`src/rtl/lz77wmt_pkg.sv`:
```
// Shared types and constants for the LZ77 window match tokenizer.
// Used by the controller, the datapath and the top level; no dependencies.
package lz77wmt_pkg;

    // Shortest match, longest match and window register layout.
    localparam int          MIN_MATCH    = 3;
    localparam logic [7:0]  MAX_LEN      = 8'd255;
    localparam int          CFG_W        = 5;
    localparam logic [4:0]  WINDOW_RESET = 5'd10;

    typedef enum logic
    {
        TK_LITERAL = 1'b0,
        TK_MATCH   = 1'b1
    } token_kind_t;

    typedef struct packed
    {
        token_kind_t kind;
        logic [7:0]  value;
        logic [7:0]  length;
    } token_t;

    // Commands from the controller to the datapath.
    typedef struct packed
    {
        logic latch;
        logic emit_lit_b;
        logic rd_match;
        logic ext_match;
        logic emit_match;
        logic add_la;
        logic srch_init;
        logic srch_read;
        logic srch_next_k;
        logic srch_next_d;
        logic found;
        logic push_la;
        logic emit_nomatch;
        logic k_clear;
        logic emit_tail;
        logic clear_stream;
        logic flush;
    } dp_cmd_t;

    // Status from the datapath to the controller.
    typedef struct packed
    {
        logic lit_start;
        logic in_match;
        logic last;
        logic emit_ok;
        logic out_free;
        logic pend_valid;
        logic match_eq;
        logic len_cap;
        logic add_fills;
        logic d_zero;
        logic k_hist;
        logic la_eq;
        logic rd_eq;
        logic k_last;
        logic tail_more;
    } dp_status_t;

endpackage

```
`src/rtl/lz77wmt_ctrl.sv`:
```
// Sequencing state machine of the LZ77 window match tokenizer.
// Depends on lz77wmt_pkg for the command and status structs.
module lz77wmt_ctrl
(
    input  logic                    clk,
    input  logic                    rst_n,
    input  logic                    s_tvalid,
    output logic                    s_tready,
    input  lz77wmt_pkg::dp_status_t st,
    output lz77wmt_pkg::dp_cmd_t    cmd
);

    typedef enum logic [14:0]
    {
        S_IDLE     = 15'b000000000000001,
        S_DISPATCH = 15'b000000000000010,
        S_MCMP     = 15'b000000000000100,
        S_EMATCH   = 15'b000000000001000,
        S_ADD      = 15'b000000000010000,
        S_SINIT    = 15'b000000000100000,
        S_SRD      = 15'b000000001000000,
        S_SCMP     = 15'b000000010000000,
        S_FOUND    = 15'b000000100000000,
        S_PUSHLA   = 15'b000001000000000,
        S_NOMATCH  = 15'b000010000000000,
        S_ENDCHK   = 15'b000100000000000,
        S_LASTLIT  = 15'b001000000000000,
        S_CLEAR    = 15'b010000000000000,
        S_FLUSH    = 15'b100000000000000
    } state_t;

    state_t state_reg;
    state_t state_next;
    state_t ret_reg;
    state_t ret_next;

    // State and return-point registers.
    always_ff @(posedge clk or negedge rst_n)
    begin
        if (!rst_n)
        begin
            state_reg <= S_IDLE;
            ret_reg   <= S_IDLE;
        end
        else
        begin
            state_reg <= state_next;
            ret_reg   <= ret_next;
        end
    end

    // Next state and command decode.
    always_comb
    begin
        state_next = state_reg;
        ret_next   = ret_reg;
        cmd        = '0;
        s_tready   = 1'b0;
        case (state_reg)
            S_IDLE:
            begin
                s_tready = 1'b1;
                if (s_tvalid)
                begin
                    cmd.latch  = 1'b1;
                    state_next = S_DISPATCH;
                end
            end
            S_DISPATCH:
            begin
                if (st.lit_start)
                begin
                    if (st.emit_ok)
                    begin
                        cmd.emit_lit_b = 1'b1;
                        state_next     = S_ENDCHK;
                    end
                end
                else if (st.in_match)
                begin
                    cmd.rd_match = 1'b1;
                    state_next   = S_MCMP;
                end
                else
                begin
                    state_next = S_ADD;
                end
            end
            S_MCMP:
            begin
                if (st.match_eq)
                begin
                    cmd.ext_match = 1'b1;
                    if (st.len_cap)
                    begin
                        state_next = S_EMATCH;
                        ret_next   = S_ENDCHK;
                    end
                    else
                    begin
                        state_next = S_ENDCHK;
                    end
                end
                else
                begin
                    state_next = S_EMATCH;
                    ret_next   = S_ADD;
                end
            end
            S_EMATCH:
            begin
                if (st.emit_ok)
                begin
                    cmd.emit_match = 1'b1;
                    state_next     = ret_reg;
                end
            end
            S_ADD:
            begin
                cmd.add_la = 1'b1;
                state_next = st.add_fills ? S_SINIT : S_ENDCHK;
            end
            S_SINIT:
            begin
                cmd.srch_init = 1'b1;
                state_next    = S_SRD;
            end
            S_SRD:
            begin
                if (st.d_zero)
                begin
                    state_next = S_NOMATCH;
                end
                else if (st.k_hist)
                begin
                    cmd.srch_read = 1'b1;
                    state_next    = S_SCMP;
                end
                else if (st.la_eq)
                begin
                    if (st.k_last)
                    begin
                        state_next = S_FOUND;
                    end
                    else
                    begin
                        cmd.srch_next_k = 1'b1;
                    end
                end
                else
                begin
                    cmd.srch_next_d = 1'b1;
                end
            end
            S_SCMP:
            begin
                if (st.rd_eq)
                begin
                    if (st.k_last)
                    begin
                        state_next = S_FOUND;
                    end
                    else
                    begin
                        cmd.srch_next_k = 1'b1;
                        state_next      = S_SRD;
                    end
                end
                else
                begin
                    cmd.srch_next_d = 1'b1;
                    state_next      = S_SRD;
                end
            end
            S_FOUND:
            begin
                cmd.found  = 1'b1;
                state_next = S_PUSHLA;
            end
            S_PUSHLA:
            begin
                cmd.push_la = 1'b1;
                if (st.k_last)
                begin
                    state_next = S_ENDCHK;
                end
            end
            S_NOMATCH:
            begin
                if (st.emit_ok)
                begin
                    cmd.emit_nomatch = 1'b1;
                    state_next       = S_ENDCHK;
                end
            end
            S_ENDCHK:
            begin
                cmd.k_clear = 1'b1;
                if (!st.last)
                begin
                    state_next = S_FLUSH;
                end
                else if (st.in_match)
                begin
                    state_next = S_EMATCH;
                    ret_next   = S_LASTLIT;
                end
                else
                begin
                    state_next = S_LASTLIT;
                end
            end
            S_LASTLIT:
            begin
                if (st.tail_more)
                begin
                    if (st.emit_ok)
                    begin
                        cmd.emit_tail = 1'b1;
                    end
                end
                else
                begin
                    state_next = S_CLEAR;
                end
            end
            S_CLEAR:
            begin
                cmd.clear_stream = 1'b1;
                state_next       = S_FLUSH;
            end
            S_FLUSH:
            begin
                if (!st.pend_valid)
                begin
                    state_next = S_IDLE;
                end
                else if (st.out_free)
                begin
                    cmd.flush  = 1'b1;
                    state_next = S_IDLE;
                end
            end
            default:
            begin
                state_next = S_IDLE;
            end
        endcase
    end

endmodule

```
`src/rtl/lz77wmt_dpath.sv`:
```
// Datapath of the LZ77 window match tokenizer: history memory, lookahead,
// match registers, search counters, token staging and output register.
// Depends on lz77wmt_pkg; driven by lz77wmt_ctrl through dp_cmd_t.
module lz77wmt_dpath
#(
    parameter int MAX_WINDOW = 16
)
(
    input  logic                            clk,
    input  logic                            rst_n,
    input  logic [7:0]                      in_byte,
    input  logic                            in_last,
    input  logic                            cfg_valid,
    input  logic [lz77wmt_pkg::CFG_W-1:0]   cfg_data,
    input  lz77wmt_pkg::dp_cmd_t            cmd,
    output lz77wmt_pkg::dp_status_t         st,
    output logic                            m_tvalid,
    input  logic                            m_tready,
    output logic [15:0]                     m_tdata,
    output logic [1:0]                      m_tuser,
    output logic                            m_tlast
);

    localparam int AW = (MAX_WINDOW > 1) ? $clog2(MAX_WINDOW) : 1;
    localparam int DW = $clog2(MAX_WINDOW + 1);
    localparam int SW = $clog2(2 * MAX_WINDOW);
    localparam int CW = (DW > lz77wmt_pkg::CFG_W) ? DW : lz77wmt_pkg::CFG_W;

    // Pick one of the three lookahead bytes.
    function automatic logic [7:0] la_sel(input logic [7:0] a0, input logic [7:0] a1,
                                          input logic [7:0] a2, input logic [1:0] i);
        logic [7:0] r;
        begin
            case (i)
                2'd0:    r = a0;
                2'd1:    r = a1;
                default: r = a2;
            endcase
            return r;
        end
    endfunction

    // Control registers.
    logic [lz77wmt_pkg::CFG_W-1:0] ws_reg, ws_next;
    logic [1:0]                    cnt_reg, cnt_next;
    logic [DW-1:0]                 seen_reg, seen_next;
    logic                          in_match_reg, in_match_next;
    logic [AW-1:0]                 wp_reg, wp_next;
    logic                          pend_valid_reg, pend_valid_next;
    logic                          out_valid_reg, out_valid_next;

    // Payload registers.
    logic [7:0]                    b_reg, b_next;
    logic                          last_reg, last_next;
    logic [7:0]                    la0_reg, la0_next;
    logic [7:0]                    la1_reg, la1_next;
    logic [7:0]                    la2_reg, la2_next;
    logic [DW-1:0]                 off_reg, off_next;
    logic [7:0]                    len_reg, len_next;
    logic [DW-1:0]                 d_reg, d_next;
    logic [1:0]                    k_reg, k_next;
    lz77wmt_pkg::token_t           pend_reg, pend_next;
    lz77wmt_pkg::token_t           out_tok_reg, out_tok_next;
    logic                          out_run_end_reg, out_run_end_next;
    logic                          out_stream_end_reg, out_stream_end_next;
    logic [7:0]                    rd_data_reg;

    // History memory, newest byte just below the write pointer.
    logic [7:0]                    hist_mem [0:MAX_WINDOW-1];

    logic                          push_en;
    logic [7:0]                    push_data;
    logic                          rd_en;
    logic [DW-1:0]                 rd_i;
    logic [SW-1:0]                 rd_sum;
    logic [AW-1:0]                 rd_addr;
    logic                          emit_en;
    lz77wmt_pkg::token_t           emit_tok;
    logic                          out_free;
    logic                          mid_load;
    logic [1:0]                    cnt_eff;
    logic [7:0]                    la_k;
    logic [CW-1:0]                 ws_ext, max_ext, seen_ext, w1, w2;
    logic [DW-1:0]                 w_eff;

    // Effective search window: configured value clipped by size and history.
    always_comb
    begin
        ws_ext   = CW'(ws_reg);
        max_ext  = CW'(MAX_WINDOW);
        seen_ext = CW'(seen_reg);
        w1       = (ws_ext < max_ext) ? ws_ext : max_ext;
        w2       = (w1 < seen_ext) ? w1 : seen_ext;
        w_eff    = DW'(w2);
    end

    assign la_k    = la_sel(la0_reg, la1_reg, la2_reg, k_reg);
    assign cnt_eff = (cnt_reg >= 2'(lz77wmt_pkg::MIN_MATCH)) ? 2'd2 : cnt_reg;

    // History writes and their byte source.
    always_comb
    begin
        push_en   = cmd.emit_lit_b | cmd.ext_match | cmd.push_la | cmd.emit_nomatch;
        push_data = in_byte;
        if (cmd.emit_lit_b || cmd.ext_match)
        begin
            push_data = b_reg;
        end
        else if (cmd.push_la)
        begin
            push_data = la_k;
        end
        else if (cmd.emit_nomatch)
        begin
            push_data = la0_reg;
        end
    end

    // History read address: entry i back from the newest byte, modulo the depth.
    always_comb
    begin
        rd_en   = cmd.rd_match | cmd.srch_read;
        rd_i    = cmd.rd_match ? (off_reg - DW'(1)) : (d_reg - DW'(k_reg) - DW'(1));
        rd_sum  = SW'(wp_reg) + SW'(MAX_WINDOW - 1) - SW'(rd_i);
        if (rd_sum >= SW'(MAX_WINDOW))
        begin
            rd_addr = AW'(rd_sum - SW'(MAX_WINDOW));
        end
        else
        begin
            rd_addr = AW'(rd_sum);
        end
    end

    always_ff @(posedge clk)
    begin
        if (push_en)
        begin
            hist_mem[wp_reg] <= push_data;
        end
        if (rd_en)
        begin
            rd_data_reg <= hist_mem[rd_addr];
        end
    end

    // Token source selection.
    always_comb
    begin
        emit_en  = cmd.emit_lit_b | cmd.emit_match | cmd.emit_nomatch | cmd.emit_tail;
        emit_tok = '{kind: lz77wmt_pkg::TK_LITERAL, value: b_reg, length: 8'd0};
        if (cmd.emit_match)
        begin
            emit_tok = '{kind: lz77wmt_pkg::TK_MATCH, value: 8'(off_reg), length: len_reg};
        end
        else if (cmd.emit_nomatch)
        begin
            emit_tok.value = la0_reg;
        end
        else if (cmd.emit_tail)
        begin
            emit_tok.value = la_k;
        end
    end

    assign out_free = !out_valid_reg || m_tready;
    assign mid_load = emit_en && pend_valid_reg;

    // Next-state logic for all registers.
    always_comb
    begin
        ws_next             = cfg_valid ? cfg_data : ws_reg;
        b_next              = cmd.latch ? in_byte : b_reg;
        last_next           = cmd.latch ? in_last : last_reg;
        cnt_next            = cnt_reg;
        seen_next           = seen_reg;
        in_match_next       = in_match_reg;
        wp_next             = wp_reg;
        la0_next            = la0_reg;
        la1_next            = la1_reg;
        la2_next            = la2_reg;
        off_next            = off_reg;
        len_next            = len_reg;
        d_next              = d_reg;
        k_next              = k_reg;
        pend_next           = pend_reg;
        pend_valid_next     = pend_valid_reg;
        out_tok_next        = out_tok_reg;
        out_run_end_next    = out_run_end_reg;
        out_stream_end_next = out_stream_end_reg;
        out_valid_next      = out_valid_reg && !m_tready;

        // History bookkeeping.
        if (push_en)
        begin
            wp_next = (wp_reg == AW'(MAX_WINDOW - 1)) ? '0 : wp_reg + AW'(1);
            if (seen_reg != DW'(MAX_WINDOW))
            begin
                seen_next = seen_reg + DW'(1);
            end
        end

        // Lookahead insert and literal shift.
        if (cmd.add_la)
        begin
            case (cnt_eff)
                2'd0:    la0_next = b_reg;
                2'd1:    la1_next = b_reg;
                default: la2_next = b_reg;
            endcase
            cnt_next = cnt_eff + 2'd1;
        end
        if (cmd.emit_nomatch)
        begin
            la0_next = la1_reg;
            la1_next = la2_reg;
            cnt_next = 2'd2;
        end

        // Running match.
        if (cmd.ext_match)
        begin
            len_next = len_reg + 8'd1;
        end
        if (cmd.emit_match)
        begin
            in_match_next = 1'b0;
            off_next      = '0;
            len_next      = '0;
        end
        if (cmd.found)
        begin
            in_match_next = 1'b1;
            off_next      = d_reg;
            len_next      = 8'(lz77wmt_pkg::MIN_MATCH);
            cnt_next      = 2'd0;
        end

        // Search offset and byte counters.
        if (cmd.srch_init)
        begin
            d_next = w_eff;
        end
        if (cmd.srch_next_d)
        begin
            d_next = d_reg - DW'(1);
        end
        if (cmd.srch_next_k || cmd.push_la || cmd.emit_tail)
        begin
            k_next = k_reg + 2'd1;
        end
        if (cmd.srch_init || cmd.srch_next_d || cmd.found || cmd.k_clear)
        begin
            k_next = 2'd0;
        end

        // End of stream returns all stream state to its start.
        if (cmd.clear_stream)
        begin
            cnt_next      = 2'd0;
            seen_next     = '0;
            in_match_next = 1'b0;
            off_next      = '0;
            len_next      = '0;
            wp_next       = '0;
        end

        // Token staging: the held token moves out once a newer one arrives, or on a flush.
        if (mid_load)
        begin
            out_tok_next        = pend_reg;
            out_run_end_next    = 1'b0;
            out_stream_end_next = 1'b0;
            out_valid_next      = 1'b1;
        end
        if (cmd.flush)
        begin
            out_tok_next        = pend_reg;
            out_run_end_next    = 1'b1;
            out_stream_end_next = last_reg;
            out_valid_next      = 1'b1;
            pend_valid_next     = 1'b0;
        end
        if (emit_en)
        begin
            pend_next       = emit_tok;
            pend_valid_next = 1'b1;
        end
    end

    // Control registers with reset.
    always_ff @(posedge clk or negedge rst_n)
    begin
        if (!rst_n)
        begin
            ws_reg         <= lz77wmt_pkg::WINDOW_RESET;
            cnt_reg        <= '0;
            seen_reg       <= '0;
            in_match_reg   <= 1'b0;
            wp_reg         <= '0;
            pend_valid_reg <= 1'b0;
            out_valid_reg  <= 1'b0;
            off_reg        <= '0;
            len_reg        <= '0;
        end
        else
        begin
            ws_reg         <= ws_next;
            cnt_reg        <= cnt_next;
            seen_reg       <= seen_next;
            in_match_reg   <= in_match_next;
            wp_reg         <= wp_next;
            pend_valid_reg <= pend_valid_next;
            out_valid_reg  <= out_valid_next;
            off_reg        <= off_next;
            len_reg        <= len_next;
        end
    end

    // Payload registers.
    always_ff @(posedge clk)
    begin
        b_reg              <= b_next;
        last_reg           <= last_next;
        la0_reg            <= la0_next;
        la1_reg            <= la1_next;
        la2_reg            <= la2_next;
        d_reg              <= d_next;
        k_reg              <= k_next;
        pend_reg           <= pend_next;
        out_tok_reg        <= out_tok_next;
        out_run_end_reg    <= out_run_end_next;
        out_stream_end_reg <= out_stream_end_next;
    end

    // Status toward the controller.
    always_comb
    begin
        st            = '0;
        st.lit_start  = !in_match_reg && (cnt_reg == 2'd0)
                        && (seen_reg < DW'(lz77wmt_pkg::MIN_MATCH));
        st.in_match   = in_match_reg;
        st.last       = last_reg;
        st.emit_ok    = !pend_valid_reg || out_free;
        st.out_free   = out_free;
        st.pend_valid = pend_valid_reg;
        st.match_eq   = (rd_data_reg == b_reg);
        st.len_cap    = (len_reg == (lz77wmt_pkg::MAX_LEN - 8'd1));
        st.add_fills  = (cnt_eff == 2'd2);
        st.d_zero     = (d_reg == '0);
        st.k_hist     = (DW'(k_reg) < d_reg);
        st.la_eq      = (la_sel(la0_reg, la1_reg, la2_reg, k_reg - d_reg[1:0]) == la_k);
        st.rd_eq      = (rd_data_reg == la_k);
        st.k_last     = (k_reg == 2'd2);
        st.tail_more  = (k_reg < cnt_reg);
    end

    // Output channel.
    assign m_tvalid = out_valid_reg;
    assign m_tdata  = {out_tok_reg.length, out_tok_reg.value};
    assign m_tuser  = {out_stream_end_reg, out_tok_reg.kind};
    assign m_tlast  = out_run_end_reg;

endmodule

```
`src/rtl/lz77_window_match_tokenizer_unit.sv`:
```
// Top level of the LZ77 window match tokenizer.
// Depends on lz77wmt_pkg, lz77wmt_ctrl and lz77wmt_dpath.
//
//   Channel  Direction  Handshake            Payload
//   s_*      in         s_tvalid / s_tready  tdata: data_byte; tlast: last_byte
//   m_*      out        m_tvalid / m_tready  tdata: offset or literal, length;
//                                             tuser: token_kind, stream_end;
//                                             tlast: run_end
//   cfg_*    in         cfg_valid/cfg_ready  window_size
//
// A new byte is taken only once the last one is done. A byte that fills the
// lookahead searches back through the history, up to three bytes per offset
// tried, and a found match writes its lookahead bytes into the history.
// Reset is asynchronous, active low, and leaves the window at ten. Each
// request of output tokens waits while m_tready is low; the last token waits
// in the output register while the next byte is taken.
module lz77_window_match_tokenizer_unit
#(
    parameter int MAX_WINDOW = 16
)
(
    input  logic                            clk,
    input  logic                            rst_n,
    input  logic                            s_tvalid,
    output logic                            s_tready,
    input  logic [7:0]                      s_tdata,   // [7:0] data_byte
    input  logic                            s_tlast,   // last_byte
    output logic                            m_tvalid,
    input  logic                            m_tready,
    output logic [15:0]                     m_tdata,   // [7:0] literal_or_offset,
                                                       // [15:8] match_length
    output logic [1:0]                      m_tuser,   // [0] token_kind, [1] stream_end
    output logic                            m_tlast,   // run_end
    input  logic                            cfg_valid,
    output logic                            cfg_ready,
    input  logic [lz77wmt_pkg::CFG_W-1:0]   cfg_data   // window_size
);

    lz77wmt_pkg::dp_cmd_t    cmd;
    lz77wmt_pkg::dp_status_t st;

    // The window register takes a write in any cycle.
    assign cfg_ready = 1'b1;

    lz77wmt_ctrl u_ctrl
    (
        .clk      (clk),
        .rst_n    (rst_n),
        .s_tvalid (s_tvalid),
        .s_tready (s_tready),
        .st       (st),
        .cmd      (cmd)
    );

    lz77wmt_dpath
    #(
        .MAX_WINDOW (MAX_WINDOW)
    )
    u_dpath
    (
        .clk       (clk),
        .rst_n     (rst_n),
        .in_byte   (s_tdata),
        .in_last   (s_tlast),
        .cfg_valid (cfg_valid),
        .cfg_data  (cfg_data),
        .cmd       (cmd),
        .st        (st),
        .m_tvalid  (m_tvalid),
        .m_tready  (m_tready),
        .m_tdata   (m_tdata),
        .m_tuser   (m_tuser),
        .m_tlast   (m_tlast)
    );

endmodule
```
`config.mk`:
```
export PLATFORM = sky130hd
export DESIGN_NAME = lz77_window_match_tokenizer_unit
export DESIGN_NICKNAME = d
export VERILOG_FILES = /design/src/rtl/lz77wmt_pkg.sv /design/src/rtl/lz77wmt_ctrl.sv /design/src/rtl/lz77wmt_dpath.sv /design/src/rtl/lz77_window_match_tokenizer_unit.sv
export SDC_FILE = /design/constraint.sdc
export NUM_CORES = 1
export LEC_CHECK = 0
export BUFFER_PORTS_ARGS = -buffer_cell sky130_fd_sc_hd__buf_4
export CORE_MARGIN = 2
export CORE_UTILIZATION = 50
export CTS_BUF_LIST = sky130_fd_sc_hd__clkbuf_4
export DETAILED_ROUTE_END_ITERATION = 12
export PLACE_DENSITY_LB_ADDON = 0.1
export SLEW_MARGIN = 10
export SYNTH_ARGS = -nofsm -noshare
export SYNTH_HDL_FRONTEND = slang
export SYNTH_HIERARCHICAL = 1
export SYNTH_SLANG_ARGS = --single-unit
```
`constraint.sdc`:
```
create_clock -name clk -period 6.4 [get_ports clk]
set_clock_uncertainty 0.15 [all_clocks]
set_input_delay 0.64 -clock clk [delete_from_list [all_inputs] [get_ports clk]]
set_output_delay 0.64 -clock clk [all_outputs]
set_load 0.01 [all_outputs]
```
==> impl_metrics.toml <==
[synth]
async_reset_ff_frac = 0.194
yosysWarnings = 6
syn-mean-instance-area_um2 = 13.1
ys_seq_elements = 263
seq_area_frac_synth = 0.610
synth-main-ff-cell = "edfxtp_1"
syn_nets = 999
synth_cell_types = 74
syn_inst = 953
synth_area_um2 = 12500
synth_edf_count = 209

[worst_setup_path]
cp_max_fo = 20
worstSetupStartpoint = "u_ctrl/state_reg[4]"
crit_type = "register to register"
crit_required_ns = 6.68
r2r-end = "u_dpath/rd_data_reg[6]"
crit_slowest_cell = "fa_1"
r2r_start = "u_ctrl/state_reg[4]"
start_kind = "register"
worstPathCellList = "nor4_1 > and3_1 > nand2_1 > nor3_1 > buf_4 > mux2_2 > fa_1 > buf_4 > mux4_2 > mux2i_1 > mux2i_1"
endpoint_kind = "register"
arrival_ns = 5.37
cpPeakStageDelay_ns = 1.09
reg2reg_depth = 11
rrSetupSlack_ns = 1.30

[route]
wl_per_cell_um = 19.2
drc_errors = 0
drtIter0Drc = 578
vias = 7901
drt-total-wl_um = 27300
drt_pass1_iterations = 5
antenna_left = 0
vias_per_cell = 5.56

[placement]
io_buffer_count = 39
dp_hpwl_um = 18600
gp_congestion = 0.865

[sta]
worstMarginPinSlew_ns = 1.17
fmax_mhz = 196
period_share = 0.796
rsz0062_at_grt = "false"
tns_ns = 0
setup_viol_count_final = 0
slew_viol_final = 0
relSlewSlack = 0.217
min_period_ns = 5.10
finalHoldViolCount = 0

[final_layout]
layout.nets = 1083
area_growth_pct = 13.0
final_common_cell = "edfxtp_1"
final_cell_mix = "edfxtp_1 (209), nand2_1 (100), clkbuf_4 (96)"
fillCellCount = 2030
utilization = 0.578
drive_gt1_frac = 0.215
largest_reg_flops = 128

[status]
status = "finished, final reports clean"

[floorplan]
floorplan.core_area_um2 = 24400
io_pins = 41
die_y_um = 162
dieArea_um2 = 26200
start_util = 0.512
fp.dieW_um = 162
rows = 57

[clock_network]
htreeDepth = 3
cts_tree = "yes"
cts_num_sinks = 263
post_cts_resize_count = 0
cts.path.max_buffers = 3
cts-root-buf = "clkbuf_4"
clkLatencyLatePin_ns = 0.68
cts_buffers = 72
clk_pin_slew_worst_paths_ns = 0.07

[pwr]
ir_drop_mv = 0.158
power_density_nw_per_um2 = 318
power_leakage_nw = 5.30

[min_path]
holdPathEnd = "u_dpath/ws_ext[4]"
hp-start = "cfg_data[4]"
hold_path.class = "primary input to register"
min_path_cells = 2

[global_routing]
grt_overflow = 0
grt.total_usage = 0.217
grt_pass1_wl_um = 43700
grt_pass1_vias = 7824
grt_max_degree = 52
antenna_found_initial = 1

[job]
drv_cap = 0
-- cells in the mapped netlist (all sizes together), types with 7 or more instances --
library cell | number | area share
edfxtp | 209 | 0.50
nand2 | 100 | 0.030
nor2 | 78 | 0.023
dfrtp | 47 | 0.094
o21ai | 46 | 0.018
a21oi | 44 | 0.019
mux2i | 40 | 0.033
mux4 | 32 | 0.058
inv | 30 | 0.0090
clkbuf | 28 | 0.0085
xor2 | 26 | 0.018
ha | 25 | 0.025
buf | 24 | 0.012
nor3 | 23 | 0.0096
xnor2 | 21 | 0.017
and2 | 16 | 0.0080
nand2b | 16 | 0.0080
nand3 | 12 | 0.0048
mux2 | 11 | 0.0099
nand4 | 11 | 0.0055
a22o | 9 | 0.0063
or3 | 9 | 0.0045
nor2b | 8 | 0.0040
nor4 | 8 | 0.0064
a211oi | 7 | 0.0052
nor4b | 7 | 0.0059
-- worst max-delay path: cells and delay by family, from the launching register on --
family | cells | cell delay [ns]
adder cells (fa/ha/maj) | 1 | 1.09
buffers and inverters | 2 | 0.64
flip-flops | 1 | 0.46
multiplexers | 4 | 1.06
AND/OR/NAND/NOR | 4 | 1.45
-- power by group --
group | switching, mW | internal (mW)
combinational | 0.555 | 0.466
sequential | 0.0473 | 1.91
clock | 0.708 | 0.797
-- through the flow --
stage	instances	cell area [µm²]	setup slack (ns)	hold WS, ns	power, mW
after floorplan	953	12500	2.33	0.194	2.76
after global placement	1277	13000	1.53	0.251	3.00
after detailed placement	1277	13000	1.34	0.255	3.02
after CTS	1419	14100	1.33	0.0191	4.55
after global routing	1420	14100	1.01	0.0426	4.74
final	1420	14100	1.30	0.0713	4.49
-- routing by layer --
metal / up-vias / GRT usage / part of all wire
met4: 0 / 0.0740 / 0.017
met5: - / 0 / 0
met1: 3871 / 0.297 / 0.44
li1: 3745 / - / -
met2: 249 / 0.345 / 0.48
met3: 36 / 0.0485 / 0.063
-- cell type report --
type	instances	area (µm²)	area share
flip-flops and latches	263	7620	0.540
well taps	324	405	0.0288
diodes	1	2.50	0.000177
clock buffers	96	721	0.0511
clock inverters	36	221	0.0157
inverters	30	113	0.00799
repair buffers	62	490	0.0348
multi-input cells	608	4530	0.321
-- repair_timing --
action                    CTS  global route
buffers inserted            0             0
hold endpoints to repair   56             0
hold buffers               10             0
-- worst max-delay path by stage --
stage	end	slack (ns)	depth (start not counted)
floorplan	u_dpath/rd_data_reg[1]	2.33	13
CTS	u_dpath/rd_data_reg[6]	1.33	11
global route	u_dpath/rd_data_reg[7]	1.01	11
finish	u_dpath/rd_data_reg[6]	1.30	11
global placement	u_dpath/rd_data_reg[7]	1.53	11
detailed placement	u_dpath/rd_data_reg[6]	1.34	11
-- cell families (layout without fill, tap and decap cells) --
kind of cell | count (synthesis) | in the layout | synth area share
adders and majority gates | 27 | 27 | 0.0283
xor gates and xnor gates | 47 | 47 | 0.0351
other | 1 | 2 | 0.000300
and+or+nand+nor | 314 | 314 | 0.126
buffers and inverters | 82 | 224 | 0.0293
AOI/OAI and AO/OA | 136 | 136 | 0.0700
DFF | 263 | 263 | 0.610
muxes | 83 | 83 | 0.101
(Power assumes the default switching activity.)
